[config.mk]
export PLATFORM = sky130hd
export DESIGN_NAME = tree_min_election_node_top_flat
export DESIGN_NICKNAME = d
export VERILOG_FILES = /design/src/hw/rtl/tme_pkg.sv /design/src/hw/rtl/tme_ifs.sv /design/src/hw/rtl/tme_front.sv /design/src/hw/rtl/tme_queue.sv /design/src/hw/rtl/tme_back.sv /design/src/hw/rtl/tree_min_election_node_top.sv /design/src/flat_wrapper.sv
export SDC_FILE = /design/constraint.sdc
export NUM_CORES = 1
export LEC_CHECK = 0
export ABC_AREA = 0
export BUFFER_PORTS_ARGS = -buffer_cell sky130_fd_sc_hd__buf_2
export CAP_MARGIN = 30
export CORE_ASPECT_RATIO = 2
export CORE_MARGIN = 2
export CORE_UTILIZATION = 50
export DETAILED_ROUTE_END_ITERATION = 16
export PLACE_DENSITY = 0.71
export SLEW_MARGIN = 10
export SYNTH_ARGS = -nofsm -noshare
export SYNTH_HDL_FRONTEND = slang
export SYNTH_HIERARCHICAL = 1
export SYNTH_SLANG_ARGS = --single-unit
[constraint.sdc]
create_clock -name clock -period 7.75 [get_ports clock]
set_input_delay 0.775 -clock clock [delete_from_list [all_inputs] [get_ports clock]]
set_output_delay 0.775 -clock clock [all_outputs]
set_load 0.05 [all_outputs]
[src/hw/rtl/tme_pkg.sv]
// Shared types, constants and helper functions of the tree minimum election node.
package tme_pkg;

   localparam int NODE_ID_BITS  = 8;
   localparam int VALUE_BITS    = 32;
   localparam int ID_SLOT_BITS  = 8;
   localparam int ID_SLOTS      = 8;
   localparam int IDS_BITS      = ID_SLOT_BITS * ID_SLOTS;
   localparam int SLOT_IDX_BITS = $clog2(ID_SLOTS);
   localparam int CNT_BITS      = 4;
   localparam int CSR_IDX_BITS  = 2;

   localparam int DEF_MAX_NEIGHBORS = 8;
   localparam int DEF_QUEUE_DEPTH   = 2;

   localparam logic [CNT_BITS-1:0] COUNT_RESET = CNT_BITS'(1);

   localparam logic MODE_START = 1'b0;
   localparam logic MODE_MSG   = 1'b1;
   localparam logic TAG_MIN    = 1'b0;
   localparam logic TAG_RESULT = 1'b1;

   typedef enum logic [CSR_IDX_BITS-1:0] {
      CSR_NEIGHBOR_COUNT = 2'd0,
      CSR_NEIGHBOR_IDS   = 2'd1,
      CSR_OWN_VALUE      = 2'd2
   } csr_index_type;

   typedef enum logic [1:0] {
      KIND_SEND_MIN = 2'd0,
      KIND_ANNOUNCE = 2'd1,
      KIND_REPORT   = 2'd2,
      KIND_IGNORED  = 2'd3
   } kind_type;

   // One decoded work packet passed from the front end to the back end.
   typedef struct packed {
      kind_type                      kind;
      logic [NODE_ID_BITS-1:0]       dest;
      logic signed [VALUE_BITS-1:0]  value;
      logic                          decider;
      logic [NODE_ID_BITS-1:0]       target_id;
   } cmd_type;

   // Configuration seen by the back end.
   typedef struct packed {
      logic [CNT_BITS-1:0] neighbor_count;
      logic [IDS_BITS-1:0] neighbor_ids;
   } cfg_type;

   // Neighbour count as used: held within one and the slot count.
   function automatic logic [CNT_BITS-1:0] clamp_count(input logic [CNT_BITS-1:0] raw,
                                                       input logic [CNT_BITS-1:0] max_n);
      logic [CNT_BITS-1:0] n;
      n = raw;
      if (raw == '0) begin
         n = CNT_BITS'(1);
      end else if (raw > max_n) begin
         n = max_n;
      end
      return n;
   endfunction

   function automatic logic [NODE_ID_BITS-1:0] slot_id(input logic [IDS_BITS-1:0] ids,
                                                       input logic [SLOT_IDX_BITS-1:0] slot);
      return ids[ID_SLOT_BITS*slot +: NODE_ID_BITS];
   endfunction

endpackage

[src/hw/rtl/tme_ifs.sv]
// Handshake channel interfaces of the tree minimum election node.
interface tme_req_if import tme_pkg::*; ();
   logic                         valid;
   logic                         ready;
   logic                         mode;
   logic [7:0]                   source_node;
   logic                         msg_tag;
   logic signed [VALUE_BITS-1:0] msg_value;

   modport source (output valid, mode, source_node, msg_tag, msg_value, input ready);
   modport sink   (input valid, mode, source_node, msg_tag, msg_value, output ready);
endinterface

interface tme_rsp_if import tme_pkg::*; ();
   logic                         valid;
   logic                         ready;
   kind_type                     kind;
   logic [7:0]                   dest_node;
   logic signed [VALUE_BITS-1:0] out_value;
   logic                         decider;
   logic                         last;

   modport source (output valid, kind, dest_node, out_value, decider, last, input ready);
   modport sink   (input valid, kind, dest_node, out_value, decider, last, output ready);
endinterface

interface tme_csr_if import tme_pkg::*; ();
   logic                    valid;
   logic                    ready;
   logic [CSR_IDX_BITS-1:0] index;
   logic [IDS_BITS-1:0]     data;

   modport source (output valid, index, data, input ready);
   modport sink   (input valid, index, data, output ready);
endinterface

[src/hw/rtl/tme_front.sv]
// Front end: configuration registers, election state and classification of requests.
module tme_front import tme_pkg::*; #(
   parameter int MAX_NEIGHBORS = DEF_MAX_NEIGHBORS
) (
   input  logic         clock,
   input  logic         reset,
   tme_req_if.sink      req_ch,
   tme_csr_if.sink      csr_ch,
   input  logic         full,
   output logic         push,
   output cmd_type      cmd,
   output cfg_type      cfg
);

   localparam int SLOT_BITS = (MAX_NEIGHBORS > 1) ? $clog2(MAX_NEIGHBORS) : 1;

   typedef enum logic [1:0] {
      PH_IDLE, PH_COLLECT, PH_WAIT, PH_DONE
   } phase_type;

   phase_type                    phase_ff, phase_in;
   logic signed [VALUE_BITS-1:0] min_ff, min_in;
   logic [CNT_BITS-1:0]          rcvd_ff, rcvd_in;
   logic [MAX_NEIGHBORS-1:0]     mask_ff, mask_in;
   logic [SLOT_BITS-1:0]         target_ff, target_in;

   logic [CNT_BITS-1:0]          count_ff;
   logic [IDS_BITS-1:0]          ids_ff;
   logic signed [VALUE_BITS-1:0] own_ff;

   logic                         accept;
   logic [CNT_BITS-1:0]          n_used;
   logic [NODE_ID_BITS-1:0]      src;
   logic [NODE_ID_BITS-1:0]      tid;
   logic [MAX_NEIGHBORS-1:0]     slot_valid;
   logic [MAX_NEIGHBORS-1:0]     hit;
   logic [MAX_NEIGHBORS-1:0]     mask_clr;
   logic [SLOT_BITS-1:0]         first_slot;
   logic [CNT_BITS-1:0]          rcvd_inc;
   logic signed [VALUE_BITS-1:0] min_upd;

   assign req_ch.ready = !full;
   assign csr_ch.ready = 1'b1;
   assign accept       = req_ch.valid && !full;
   assign cfg          = '{neighbor_count: count_ff, neighbor_ids: ids_ff};

   assign n_used   = clamp_count(count_ff, CNT_BITS'(MAX_NEIGHBORS));
   assign src      = req_ch.source_node[NODE_ID_BITS-1:0];
   assign tid      = slot_id(ids_ff, SLOT_IDX_BITS'(target_ff));
   assign rcvd_inc = rcvd_ff + CNT_BITS'(1);
   assign min_upd  = (req_ch.msg_value < min_ff) ? req_ch.msg_value : min_ff;

   always_comb begin
      for (int i = 0; i < MAX_NEIGHBORS; i++) begin
         slot_valid[i] = CNT_BITS'(i) < n_used;
         hit[i]        = slot_valid[i] && (slot_id(ids_ff, SLOT_IDX_BITS'(i)) == src);
      end
      mask_clr   = mask_ff & ~hit;
      first_slot = '0;
      for (int i = MAX_NEIGHBORS - 1; i >= 0; i--) begin
         if (mask_clr[i] && slot_valid[i]) begin
            first_slot = SLOT_BITS'(i);
         end
      end
   end

   always_comb begin
      phase_in  = phase_ff;
      min_in    = min_ff;
      rcvd_in   = rcvd_ff;
      mask_in   = mask_ff;
      target_in = target_ff;
      push      = 1'b0;
      cmd       = '{kind: KIND_IGNORED, dest: '0, value: min_ff, decider: 1'b0,
                    target_id: tid};
      if (accept) begin
         if (req_ch.mode == MODE_START) begin
            min_in    = own_ff;
            rcvd_in   = '0;
            mask_in   = slot_valid;
            target_in = '0;
            if (n_used == CNT_BITS'(1)) begin
               phase_in = PH_WAIT;
               push     = 1'b1;
               cmd.kind  = KIND_SEND_MIN;
               cmd.dest  = slot_id(ids_ff, '0);
               cmd.value = own_ff;
            end else begin
               phase_in = PH_COLLECT;
            end
         end else if (phase_ff == PH_COLLECT && req_ch.msg_tag == TAG_MIN) begin
            min_in  = min_upd;
            mask_in = mask_clr;
            rcvd_in = rcvd_inc;
            if (rcvd_inc >= n_used - CNT_BITS'(1)) begin
               phase_in  = PH_WAIT;
               target_in = first_slot;
               push      = 1'b1;
               cmd.kind  = KIND_SEND_MIN;
               cmd.dest  = slot_id(ids_ff, SLOT_IDX_BITS'(first_slot));
               cmd.value = min_upd;
            end
         end else if (phase_ff == PH_WAIT && src == tid) begin
            min_in      = min_upd;
            phase_in    = PH_DONE;
            push        = 1'b1;
            cmd.kind    = KIND_REPORT;
            cmd.value   = min_upd;
            cmd.decider = (req_ch.msg_tag == TAG_MIN);
         end else begin
            push = 1'b1;
         end
      end
   end

   always_ff @(posedge clock) begin
      if (reset) begin
         phase_ff  <= PH_IDLE;
         min_ff    <= '0;
         rcvd_ff   <= '0;
         mask_ff   <= '0;
         target_ff <= '0;
         count_ff  <= COUNT_RESET;
         ids_ff    <= '0;
         own_ff    <= '0;
      end else begin
         phase_ff  <= phase_in;
         min_ff    <= min_in;
         rcvd_ff   <= rcvd_in;
         mask_ff   <= mask_in;
         target_ff <= target_in;
         if (csr_ch.valid) begin
            unique case (csr_index_type'(csr_ch.index))
               CSR_NEIGHBOR_COUNT: count_ff <= csr_ch.data[CNT_BITS-1:0];
               CSR_NEIGHBOR_IDS:   ids_ff   <= csr_ch.data;
               CSR_OWN_VALUE:      own_ff   <= csr_ch.data[VALUE_BITS-1:0];
               default:            ;
            endcase
         end
      end
   end

`ifndef NO_ASSERTIONS
   a_report_ends_run: assert property (@(posedge clock) disable iff (reset)
      (push && cmd.kind == KIND_REPORT) |=> phase_ff == PH_DONE)
      else $error("report issued but run not finished");
`endif

endmodule

[src/hw/rtl/tme_queue.sv]
// Small command queue between the front end and the back end.
module tme_queue import tme_pkg::*; #(
   parameter int DEPTH = DEF_QUEUE_DEPTH
) (
   input  logic    clock,
   input  logic    reset,
   input  logic    push,
   input  cmd_type push_data,
   output logic    full,
   input  logic    pop,
   output cmd_type pop_data,
   output logic    empty
);

   localparam int PTR_BITS = (DEPTH > 1) ? $clog2(DEPTH) : 1;
   localparam int CNT_W    = $clog2(DEPTH + 1);

   cmd_type              mem_ff [DEPTH];
   logic [PTR_BITS-1:0]  wr_ff, wr_in;
   logic [PTR_BITS-1:0]  rd_ff, rd_in;
   logic [CNT_W-1:0]     count_ff, count_in;

   assign full     = count_ff == CNT_W'(DEPTH);
   assign empty    = count_ff == '0;
   assign pop_data = mem_ff[rd_ff];

   always_comb begin
      wr_in    = wr_ff;
      rd_in    = rd_ff;
      count_in = count_ff;
      if (push) begin
         wr_in = (wr_ff == PTR_BITS'(DEPTH - 1)) ? '0 : wr_ff + PTR_BITS'(1);
      end
      if (pop) begin
         rd_in = (rd_ff == PTR_BITS'(DEPTH - 1)) ? '0 : rd_ff + PTR_BITS'(1);
      end
      if (push && !pop) begin
         count_in = count_ff + CNT_W'(1);
      end else if (pop && !push) begin
         count_in = count_ff - CNT_W'(1);
      end
   end

   always_ff @(posedge clock) begin
      if (push) begin
         mem_ff[wr_ff] <= push_data;
      end
   end

   always_ff @(posedge clock) begin
      if (reset) begin
         wr_ff    <= '0;
         rd_ff    <= '0;
         count_ff <= '0;
      end else begin
         wr_ff    <= wr_in;
         rd_ff    <= rd_in;
         count_ff <= count_in;
      end
   end

`ifndef NO_ASSERTIONS
   a_no_overflow: assert property (@(posedge clock) disable iff (reset)
      push |-> (!full || pop))
      else $error("command queue written while full");
`endif

endmodule

[src/hw/rtl/tme_back.sv]
// Back end: turns queued commands into responses, walking the announcement list.
module tme_back import tme_pkg::*; #(
   parameter int MAX_NEIGHBORS = DEF_MAX_NEIGHBORS
) (
   input  logic    clock,
   input  logic    reset,
   input  cfg_type cfg,
   input  logic    empty,
   input  cmd_type head,
   output logic    pop,
   tme_rsp_if.source rsp_ch
);

   localparam int SLOT_BITS = (MAX_NEIGHBORS > 1) ? $clog2(MAX_NEIGHBORS) : 1;

   logic                         valid_ff, valid_in;
   kind_type                     kind_ff, kind_in;
   logic [NODE_ID_BITS-1:0]      dest_ff, dest_in;
   logic signed [VALUE_BITS-1:0] value_ff, value_in;
   logic                         decider_ff, decider_in;
   logic                         last_ff, last_in;
   logic                         busy_ff, busy_in;
   logic [MAX_NEIGHBORS-1:0]     ann_ff, ann_in;
   logic signed [VALUE_BITS-1:0] ann_value_ff, ann_value_in;

   logic                         out_free;
   logic [CNT_BITS-1:0]          n_used;
   logic [MAX_NEIGHBORS-1:0]     others;
   logic [MAX_NEIGHBORS-1:0]     pick;
   logic [MAX_NEIGHBORS-1:0]     rest;
   logic [SLOT_BITS-1:0]         sel;

   assign out_free = !valid_ff || rsp_ch.ready;
   assign n_used   = clamp_count(cfg.neighbor_count, CNT_BITS'(MAX_NEIGHBORS));

   assign rsp_ch.valid     = valid_ff;
   assign rsp_ch.kind      = kind_ff;
   assign rsp_ch.dest_node = dest_ff;
   assign rsp_ch.out_value = value_ff;
   assign rsp_ch.decider   = decider_ff;
   assign rsp_ch.last      = last_ff;

   // Announcement targets: every used slot whose id differs from the answering neighbour.
   always_comb begin
      for (int i = 0; i < MAX_NEIGHBORS; i++) begin
         others[i] = (CNT_BITS'(i) < n_used) &&
                     (slot_id(cfg.neighbor_ids, SLOT_IDX_BITS'(i)) != head.target_id);
      end
      sel = '0;
      for (int i = MAX_NEIGHBORS - 1; i >= 0; i--) begin
         if (ann_ff[i]) begin
            sel = SLOT_BITS'(i);
         end
      end
      pick = MAX_NEIGHBORS'(1) << sel;
      rest = ann_ff & ~pick;
   end

   always_comb begin
      valid_in     = valid_ff;
      kind_in      = kind_ff;
      dest_in      = dest_ff;
      value_in     = value_ff;
      decider_in   = decider_ff;
      last_in      = last_ff;
      busy_in      = busy_ff;
      ann_in       = ann_ff;
      ann_value_in = ann_value_ff;
      pop          = 1'b0;
      if (out_free) begin
         if (busy_ff) begin
            valid_in   = 1'b1;
            kind_in    = KIND_ANNOUNCE;
            dest_in    = slot_id(cfg.neighbor_ids, SLOT_IDX_BITS'(sel));
            value_in   = ann_value_ff;
            decider_in = 1'b0;
            last_in    = rest == '0;
            ann_in     = rest;
            busy_in    = rest != '0;
         end else if (!empty) begin
            pop        = 1'b1;
            valid_in   = 1'b1;
            kind_in    = head.kind;
            dest_in    = head.dest;
            value_in   = head.value;
            decider_in = head.decider;
            last_in    = 1'b1;
            if (head.kind == KIND_REPORT) begin
               last_in      = others == '0;
               ann_in       = others;
               busy_in      = others != '0;
               ann_value_in = head.value;
            end
         end else begin
            valid_in = 1'b0;
         end
      end
   end

   always_ff @(posedge clock) begin
      if (reset) begin
         valid_ff <= 1'b0;
         busy_ff  <= 1'b0;
         ann_ff   <= '0;
      end else begin
         valid_ff <= valid_in;
         busy_ff  <= busy_in;
         ann_ff   <= ann_in;
      end
   end

   always_ff @(posedge clock) begin
      kind_ff      <= kind_in;
      dest_ff      <= dest_in;
      value_ff     <= value_in;
      decider_ff   <= decider_in;
      last_ff      <= last_in;
      ann_value_ff <= ann_value_in;
   end

`ifndef NO_ASSERTIONS
   a_busy_has_work: assert property (@(posedge clock) disable iff (reset)
      busy_ff |-> ann_ff != '0)
      else $error("announcement walk active with nothing left");

   a_train_continues: assert property (@(posedge clock) disable iff (reset)
      (rsp_ch.valid && rsp_ch.ready && !rsp_ch.last) |=>
         (rsp_ch.valid && rsp_ch.kind == KIND_ANNOUNCE))
      else $error("response train broken before its last transaction");
`endif

endmodule

[src/hw/rtl/tree_min_election_node_top.sv]
// Top level of the tree minimum election node.
//
//  Channel   Direction  Carries
//  req_ch    in         start or received message (mode, source_node, msg_tag, msg_value)
//  rsp_ch    out        send, announce, report or ignored (kind, dest_node, out_value,
//                       decider, last)
//  csr_ch    in         register write (index, data)
//
// The front end takes one request transaction per cycle while the command queue has room
// and settles the election state in that same cycle. A start that needs no send, or a
// minimum message that still leaves neighbours to hear from, produces no response.
// Every other request yields one response, registered in the back end's output register
// when the back end takes its command from the queue, after the queue has stored it,
// except the answer from the target neighbour: it gives a report followed by one
// announcement per remaining neighbour, one per cycle while rsp_ch is not stalled;
// the back end walks the announcement mask to issue them.
// Reset is synchronous and returns the state and configuration to their reset values; a stalled
// response holds in the output register while the front end keeps filling the queue.
module tree_min_election_node_top import tme_pkg::*; #(
   parameter int MAX_NEIGHBORS = DEF_MAX_NEIGHBORS,
   parameter int QUEUE_DEPTH   = DEF_QUEUE_DEPTH
) (
   input  logic      clock,
   input  logic      reset,
   tme_req_if.sink   req_ch,
   tme_rsp_if.source rsp_ch,
   tme_csr_if.sink   csr_ch
);

   // Command handed from the front end to the queue, and the queue head to the back end.
   logic    push;
   logic    full;
   logic    pop;
   logic    empty;
   cmd_type cmd;
   cmd_type head;
   cfg_type cfg;

   // The front end owns the registers and classifies every request transaction.
   tme_front #(
      .MAX_NEIGHBORS (MAX_NEIGHBORS)
   ) u_front (
      .clock  (clock),
      .reset  (reset),
      .req_ch (req_ch),
      .csr_ch (csr_ch),
      .full   (full),
      .push   (push),
      .cmd    (cmd),
      .cfg    (cfg)
   );

   // The queue lets the front end carry on while the back end is stalled.
   tme_queue #(
      .DEPTH (QUEUE_DEPTH)
   ) u_queue (
      .clock     (clock),
      .reset     (reset),
      .push      (push),
      .push_data (cmd),
      .full      (full),
      .pop       (pop),
      .pop_data  (head),
      .empty     (empty)
   );

   // The back end expands each command into response transactions.
   tme_back #(
      .MAX_NEIGHBORS (MAX_NEIGHBORS)
   ) u_back (
      .clock  (clock),
      .reset  (reset),
      .cfg    (cfg),
      .empty  (empty),
      .head   (head),
      .pop    (pop),
      .rsp_ch (rsp_ch)
   );

endmodule
[src/flat_wrapper.sv]
// flat-port wrapper written by rule: the top's interface ports become plain ports
module tree_min_election_node_top_flat import tme_pkg::*;
#(
   parameter int MAX_NEIGHBORS = DEF_MAX_NEIGHBORS,
   parameter int QUEUE_DEPTH   = DEF_QUEUE_DEPTH
)
  (clock, reset, req_ch_valid, req_ch_mode, req_ch_source_node, req_ch_msg_tag, req_ch_msg_value, req_ch_ready, rsp_ch_valid, rsp_ch_kind, rsp_ch_dest_node, rsp_ch_out_value, rsp_ch_decider, rsp_ch_last, rsp_ch_ready, csr_ch_valid, csr_ch_index, csr_ch_data, csr_ch_ready);
  tme_req_if req_ch_i ();
  tme_rsp_if rsp_ch_i ();
  tme_csr_if csr_ch_i ();
  input  logic clock;
  input  logic reset;
  input wire logic [$bits(req_ch_i.valid)-1:0] req_ch_valid;
  input wire logic [$bits(req_ch_i.mode)-1:0] req_ch_mode;
  input wire logic [$bits(req_ch_i.source_node)-1:0] req_ch_source_node;
  input wire logic [$bits(req_ch_i.msg_tag)-1:0] req_ch_msg_tag;
  input wire logic [$bits(req_ch_i.msg_value)-1:0] req_ch_msg_value;
  output wire logic [$bits(req_ch_i.ready)-1:0] req_ch_ready;
  output wire logic [$bits(rsp_ch_i.valid)-1:0] rsp_ch_valid;
  output wire logic [$bits(rsp_ch_i.kind)-1:0] rsp_ch_kind;
  output wire logic [$bits(rsp_ch_i.dest_node)-1:0] rsp_ch_dest_node;
  output wire logic [$bits(rsp_ch_i.out_value)-1:0] rsp_ch_out_value;
  output wire logic [$bits(rsp_ch_i.decider)-1:0] rsp_ch_decider;
  output wire logic [$bits(rsp_ch_i.last)-1:0] rsp_ch_last;
  input wire logic [$bits(rsp_ch_i.ready)-1:0] rsp_ch_ready;
  input wire logic [$bits(csr_ch_i.valid)-1:0] csr_ch_valid;
  input wire logic [$bits(csr_ch_i.index)-1:0] csr_ch_index;
  input wire logic [$bits(csr_ch_i.data)-1:0] csr_ch_data;
  output wire logic [$bits(csr_ch_i.ready)-1:0] csr_ch_ready;
  assign req_ch_i.valid = req_ch_valid;
  assign req_ch_i.mode = req_ch_mode;
  assign req_ch_i.source_node = req_ch_source_node;
  assign req_ch_i.msg_tag = req_ch_msg_tag;
  assign req_ch_i.msg_value = req_ch_msg_value;
  assign req_ch_ready = req_ch_i.ready;
  assign rsp_ch_valid = rsp_ch_i.valid;
  assign rsp_ch_kind = rsp_ch_i.kind;
  assign rsp_ch_dest_node = rsp_ch_i.dest_node;
  assign rsp_ch_out_value = rsp_ch_i.out_value;
  assign rsp_ch_decider = rsp_ch_i.decider;
  assign rsp_ch_last = rsp_ch_i.last;
  assign rsp_ch_i.ready = rsp_ch_ready;
  assign csr_ch_i.valid = csr_ch_valid;
  assign csr_ch_i.index = csr_ch_index;
  assign csr_ch_i.data = csr_ch_data;
  assign csr_ch_ready = csr_ch_i.ready;
  tree_min_election_node_top #(.MAX_NEIGHBORS(MAX_NEIGHBORS), .QUEUE_DEPTH(QUEUE_DEPTH)) u_core (.clock(clock), .reset(reset), .req_ch(req_ch_i), .rsp_ch(rsp_ch_i), .csr_ch(csr_ch_i));
endmodule
; Word level (Yosys, flattened, before mapping)
; Memory sizes are Yosys's and may differ from the RTL's. A register that Yosys moved wholly into a read port is not among the register bits.
; Index checks and enable logic that the tools add are counted.
[totals]
regBits = 239
mem_bits_rw = 102
out_inout_bits = 47
elab_cells = 208
memories = 1
[op_classes]
n_addsub = 6
magnitude_cmp = 11
n_eq_ne = 29
shift = 4
n_mux = 77
bitwise = 7
n_reduce_logical = 53
[memory_table]
columns = name, depth, word_bits, read_ports, rd_ports_with_merged_regs, write_ports, line
row1 = u_core.u_queue.mem_ff, 2, 51, 1, 1, 1, tme_queue.sv:18  ; cmd_type mem_ff [DEPTH];
[ops]
columns = cell, n
row1 = $mux 32, 7
row2 = $shiftx 64x7->8, 3
row3 = $mux 42, 3
row4 = $eq 8x8->1, 9
row5 = $mux 8, 8
row6 = $ne 8x8->1, 8
row7 = $mux 3, 19
row8 = $mux 43, 1
row9 = $mux 33, 1
row10 = $lt 32x32->1, 1
row11 = $logic_and 1x1->1, 29
row12 = $mux 1, 25
row13 = $mux 2, 9
row14 = $and 8x8->8, 2
row15 = $logic_not 8->1, 2
row16 = $lt 3x4->1 const A, 4
row17 = $mux 4, 4
row18 = $not 8->8, 2
row19 = $reduce_bool 8->1, 2
row20 = $reduce_and 2->1, 6
row21 = $reduce_and 3->1, 3
row22 = $eq 2x2->1 const B, 4
row23 = $lt 1x4->1 const A, 2
row24 = $lt 2x4->1 const A, 2
row25 = other kinds (20), 31

; Depth between registers and ports, before layout
[depth]
ltp_word = 21
ltp_mapped = 15
ltp_nobuf = 15

; Cells and area by module
; Netlist, hierarchy kept.
[by_module_without_submodules]
columns = mod, instances, cells_per_inst, area_each_um2, seq_area_each_um2
row1 = tme_front, 1, 1252, 9810.7, 2982.9
row2 = tme_back, 1, 400, 4740.8, 2482.4
row3 = tme_queue, 1, 181, 3875.0, 3163.0

; Worst setup path after synthesis
; No wires, ideal clock.
[synth_timing]
kind = register -> register
start = register u_core.u_front.count_ff[3]
end = memory u_core/u_queue/mem_ff[0][0] in the netlist's numbering, enable pin
setup_ns = 0.466
arrival_time_ns = 4.496
t_required_ns = 7.284
setup_slack_ns = 2.788
stages_incl_launch_ff = 11
path_buffers = 1
period_less_slack_ns = 4.962
path_cell_list = dfxtp_1 -> clkbuf_1 -> nor2_1 -> ha_1 -> ha_1 -> a21o_1 -> a21o_1 -> a2111oi_0 -> or3_1 -> inv_1 -> nor2b_1
[synth_via]
elab_chain_len = 11
elab_cells_between_ends = 14
[synth_rtl]
columns = element, line
row1 = "start, declared", tme_front.sv:27  ; logic [CNT_BITS-1:0] count_ff;
row2 = "start signal, assigned", tme_front.sv:134  ; CSR_NEIGHBOR_COUNT: count_ff <= csr_ch.data[CNT_BITS-1:0];
row3 = $gt 4x4->1, tme_pkg.sv:58  ; end else if (raw > max_n) begin
row4 = $mux 4, tme_pkg.sv:58
row5 = $mux 4 *, tme_pkg.sv:56  ; if (raw == '0) begin
row6 = $sub 4x1->4, tme_front.sv:95  ; if (rcvd_inc >= n_used - CNT_BITS'(1)) begin
row7 = $ge 4x4->1, tme_front.sv:95
row8 = $mux 1, tme_front.sv:95
row9 = $mux 1, tme_front.sv:91  ; end else if (phase_ff == PH_COLLECT && req_ch.msg_tag == TAG_MIN) begin
row10 = $mux 1 *, tme_front.sv:77  ; if (req_ch.mode == MODE_START) begin
row11 = $mux 1 *, tme_front.sv:76  ; if (accept) begin
row12 = named net u_core.push, tree_min_election_node_top.sv:31  ; logic push;
row13 = $mux 1 *, tme_queue.sv:45  ; if (push) begin
row14 = $mux 1 (not written as such) *, tme_queue.sv:46  ; mem_ff[wr_ff] <= push_data;
row15 = "end, declared", tme_queue.sv:18
; The timed path passes the listed nets; every way through them passes the cells marked *.

; Worst setup path in the final report
[layout_timing]
start = register u_core.u_front.target_ff[2]
end = register u_core.u_front.min_ff[21]
[layout_via]
elab_chain_len = 5
[layout_rtl]
columns = element, line
row1 = "start, declared", tme_front.sv:25  ; logic [SLOT_BITS-1:0] target_ff, target_in;
row2 = "start signal, assigned", tme_front.sv:131  ; target_ff <= target_in;
row3 = $shiftx 64x7->8, tme_pkg.sv:66  ; return ids[ID_SLOT_BITS*slot +: NODE_ID_BITS];
row4 = $eq 8x8->1, tme_front.sv:103  ; end else if (phase_ff == PH_WAIT && src == tid) begin
row5 = $logic_and 1x1->1, tme_front.sv:103
row6 = $ne 3x1->1 (no line), n/a
row7 = $reduce_and 2->1 (no line), n/a
row8 = "end signal, assigned", tme_front.sv:128  ; min_ff <= min_in;
row9 = "end, declared", tme_front.sv:22  ; logic signed [VALUE_BITS-1:0] min_ff, min_in;
; Every way passes these cells.
; A chain may end at the register's enable or synchronous reset.

==> metrics.log <==
[metrics] clock slew at reported path FFs: 0.08 ns
[metrics] Overflow after GRT: 0
[metrics] library cell with the highest instance count after synthesis: nand2_1
[metrics] number of max-cap violations: 0
[metrics] die extent in y: ~280 µm
[metrics] proportion of power drawn by combinational gates: 0.324
[metrics] IO buf count: 158
[metrics] number of unique standard cell types used by synthesis: between 80 and 90
[metrics] number of antenna diodes: 0
[metrics] Post-CTS Setup Inserts: 0
[metrics] number of synthesized flops with an enable pin: 178
[metrics] Initial DRC Count: 1,107
[metrics] number of global-route vias before repair: 15,000
[metrics] count of vias placed by the detailed router: 14,900
[metrics] Post-synth top flop: edfxtp_1
[metrics] gpl congestion: roughly 1.0
[metrics] Via density: 6.20
[metrics] sinks on the clock net: approximately 340
[metrics] Placeable Area: 36,400 µm²
[metrics] kind of critical path: flop to flop
[metrics] proportion of power drawn by the clock network: 0.260
[metrics] all-layer global routing usage: 0.339
[metrics] H-tree depth: 1
[metrics] data arrival time of the critical path: 4.87 ns
[metrics] Sw Share: 0.372
[metrics] clock latency at the later pin of the worst-skew pair: between 0.6 and 0.7 ns
[metrics] final worst slack: 3.39 ns
[metrics] wire length per cell: between 20 and 30 µm
[metrics] Worst Setup End Kind: flop
[metrics] Num CTS Buffers: 31
[metrics] final cell utilization of the core: 0.563
[metrics] Slew Viols, Final: 0
[metrics] netlist area before placement: 18,400 µm²
[metrics] placement row count: 99
[metrics] yosys warns: 6
[metrics] kind of path behind the tightest hold check: primary input to flop
[metrics] deepest clock path buffer count: 3
[metrics] Power Total: 5.95 mW
[metrics] PostCTS Resize Cnt: 0
[metrics] total of endpoints with negative setup slack in the final report: 0
[metrics] setup clock skew after layout: 0.0297 ns
[metrics] FILL cells: about 3,300
[metrics] worst slew margin relative to its limit: 0.323
[metrics] count of unresolved DRC violations after routing: 0
[metrics] pwr dens: 290 nW/µm²
[metrics] synthesized netlist cell count: 1,833
[metrics] post-route setup TNS: 0 ns
[metrics] sequential share of the synthesized area: 0.468
[metrics] number of ports placed on the die boundary: 160
[metrics] element type at the critical path start: flop
[metrics] Reg power frac: 0.416
[metrics] cell types occupying the most area after synthesis: edfxtp_1 (29%), dfxtp_1 (18%), mux2_2 (5.6%), nand2_1 (5.1%), a21oi_1 (4.5%)
[metrics] flip-flop and latch count after synthesis: 342
[metrics] post-synthesis area per instance: 10.1 µm²
[metrics] Max stage delay on crit path: 0.70 ns
[metrics] TritonCTS clock tree: done
[metrics] Worst Max-Slew Pin Slew: between 0.9 and 1 ns
[metrics] largest fanout on the critical path: between 40 and 50
[metrics] number of nets still failing antenna checks after routing: 0
[metrics] reported leakage power: 7.72 nW
[metrics] Final #Nets: 2,078
[metrics] number of iterations in the first detailed-routing pass: 7
[metrics] Die X: 140 µm
[metrics] Detailed Route WL: 66.3 mm
[metrics] Starting Density: 0.506
[metrics] HPWL Detailed: 47.8 mm
[metrics] ys async rst share: 0
[metrics] post-place setup slack: 3.25 ns
[metrics] top cell type by total area after synthesis: edfxtp_1
[metrics] largest net degree at the start of global routing: between 150 and 200
[metrics] unrepaired setup endpoints after global routing: false
[metrics] status: completed
[metrics] Final Hold Violating Endpoints: 0
[metrics] power spent charging and discharging nets: 2.21 mW
[metrics] Yosys top cell area share: 0.290
[metrics] hold_ws: 0.406 ns
[metrics] Post-synth top cells: nand2_1 (248), edfxtp_1 (178), a21oi_1 (166)
[metrics] Hold Buf Count CTS: 0
[metrics] cells along the critical path: buf_4 > mux2i_1 > a22o_1 > or3b_1 > a2111oi_2 > nand4_2 > o21ai_4 > buf_4 > a21oi_1 > a211oi_1
[metrics] signed area change from the synthesized netlist to the final layout: 11.2%
[metrics] share of the clock period used by the worst path: 0.562
[metrics] clock tree root driver cell: clkbuf_16
[metrics] maximum VDD drop: 230 µV
[metrics] Slowest cell on crit path: o21ai_4
[metrics] overall die area: a little under 40,000 µm²
[metrics] fraction of final layout cells with drive strength greater than 1: 0.198
[metrics] number of antenna violations at the first check in global routing: 2
[metrics] global-route wire length before repair: 96.8 mm
[metrics] FMAX: 0.229 GHz
[metrics] Power Internal: 3.74 mW
[metrics] critical path required time: 8.26 ns
[metrics] fin crit period: 4.36 ns
[metrics] Crit path top cell by count: buf_4
## kinds of logic after synthesis
| logic type | Yosys count | synth area share |
|---|---|---|
| compound gates | 490 | 0.181 |
| xor+xnor | 140 | 0.0665 |
| fa+ha+maj | 41 | 0.0277 |
| buf+inv | 184 | 0.0440 |
| flops | 342 | 0.468 |
| mux | 138 | 0.0870 |
| other cells | 1 | 0.000204 |
| simple gates | 497 | 0.125 |
## flip-flops by register name, summed over array words and instances (netlist names), 2 cells and up, named ones only
signal,cells
u_core/u_front/min_ff,32
u_core/u_front/rcvd_ff,4
u_core/u_front/target_ff,3
u_core/u_front/phase_ff,2
u_core/u_front/count_ff,4
u_core/u_back/rsp_ch.dest_node,8
u_core/u_back/rsp_ch.out_value,32
u_core/u_back/ann_value_ff,32
u_core/u_front/ids_ff,64
u_core/u_queue/mem_ff,102
u_core/u_front/own_ff,32
u_core/u_front/mask_ff,8
u_core/u_back/rsp_ch.kind,2
u_core/u_queue/count_ff,2
u_core/u_back/ann_ff,8
## power groups by stage
stage	Clock, mW	Combinational, mW	Sequential (mW)
final	1.55	1.93	2.47
after global routing	1.63	2.04	2.50
after CTS	1.57	1.92	2.47
after detailed placement	0	1.91	2.51
after global placement	0	1.89	2.50
after floorplan	0	0.955	2.91
## worst max-delay path: cells and delay by family, from the launching register on
family	cells	cell delay, ns
AO/OA/AOI/OAI	5	1.81
buffers and inverters	2	1.00
AND/OR/NAND/NOR	2	0.79
flip-flops	1	0.40
multiplexers	1	0.21
## cell type report
| class | count | area, µm² | share of cell area |
|---|---|---|---|
| clock buffer | 39 | 836 | 0.0408 |
| inverter | 60 | 225 | 0.0110 |
| multi-input combinational | 1308 | 9050 | 0.442 |
| clock inverter | 19 | 173 | 0.00843 |
| tap | 454 | 568 | 0.0277 |
| sequential | 342 | 8630 | 0.421 |
| timing repair buffer | 182 | 1010 | 0.0493 |
## routing by layer
layer	up-vias	global-route usage	wire, µm	part of all wire
li1	6825	-	-	-
met2	667	0.621	34300	0.52
met5	-	0	13	0.00020
met1	7192	0.344	21900	0.33
met3	225	0.0461	3840	0.058
met4	2	0.264	6300	0.095
## per-stage QoR
step	cells	cell area [µm²]
3_3_place_gp	2343	19400
5_1_grt	2404	20500
4_1_cts	2403	20500
3_5_place_dp	2345	19500
6_report	2404	20500
2_1_floorplan	1834	18400
## worst paths after layout
check                                                start                                endpoint  slack, ns  depth (start not counted)
setup / recovery  u_core/u_front/target_ff[2]$_SDFFE_PP0P_  u_core/u_front/min_ff[21]$_SDFFE_PP0P_       3.39                         10
hold / removal                             csr_ch_data[32]  u_core/u_front/ids_ff[32]$_SDFFE_PP0P_       0.41                          3
setup reg to reg  u_core/u_front/target_ff[2]$_SDFFE_PP0P_  u_core/u_front/min_ff[21]$_SDFFE_PP0P_       3.39                         10
hold reg to reg     u_core/u_front/rcvd_ff[3]$_SDFFE_PP0P_  u_core/u_front/rcvd_ff[3]$_SDFFE_PP0P_       0.47                          2
## cells in the final DEF (no fill, tap or decap), types with 42 or more instances in the layout
cell type	Yosys	final
a21oi_1	166	166
a21o_1	42	42
xnor2_1	49	49
edfxtp_1	178	178
xor2_1	91	91
dfxtp_1	164	162
mux2_2	91	91
nand2_1	248	248
inv_1	60	60
nor2_1	83	82
buf_2	39	157
(Power assumes the default switching activity.)
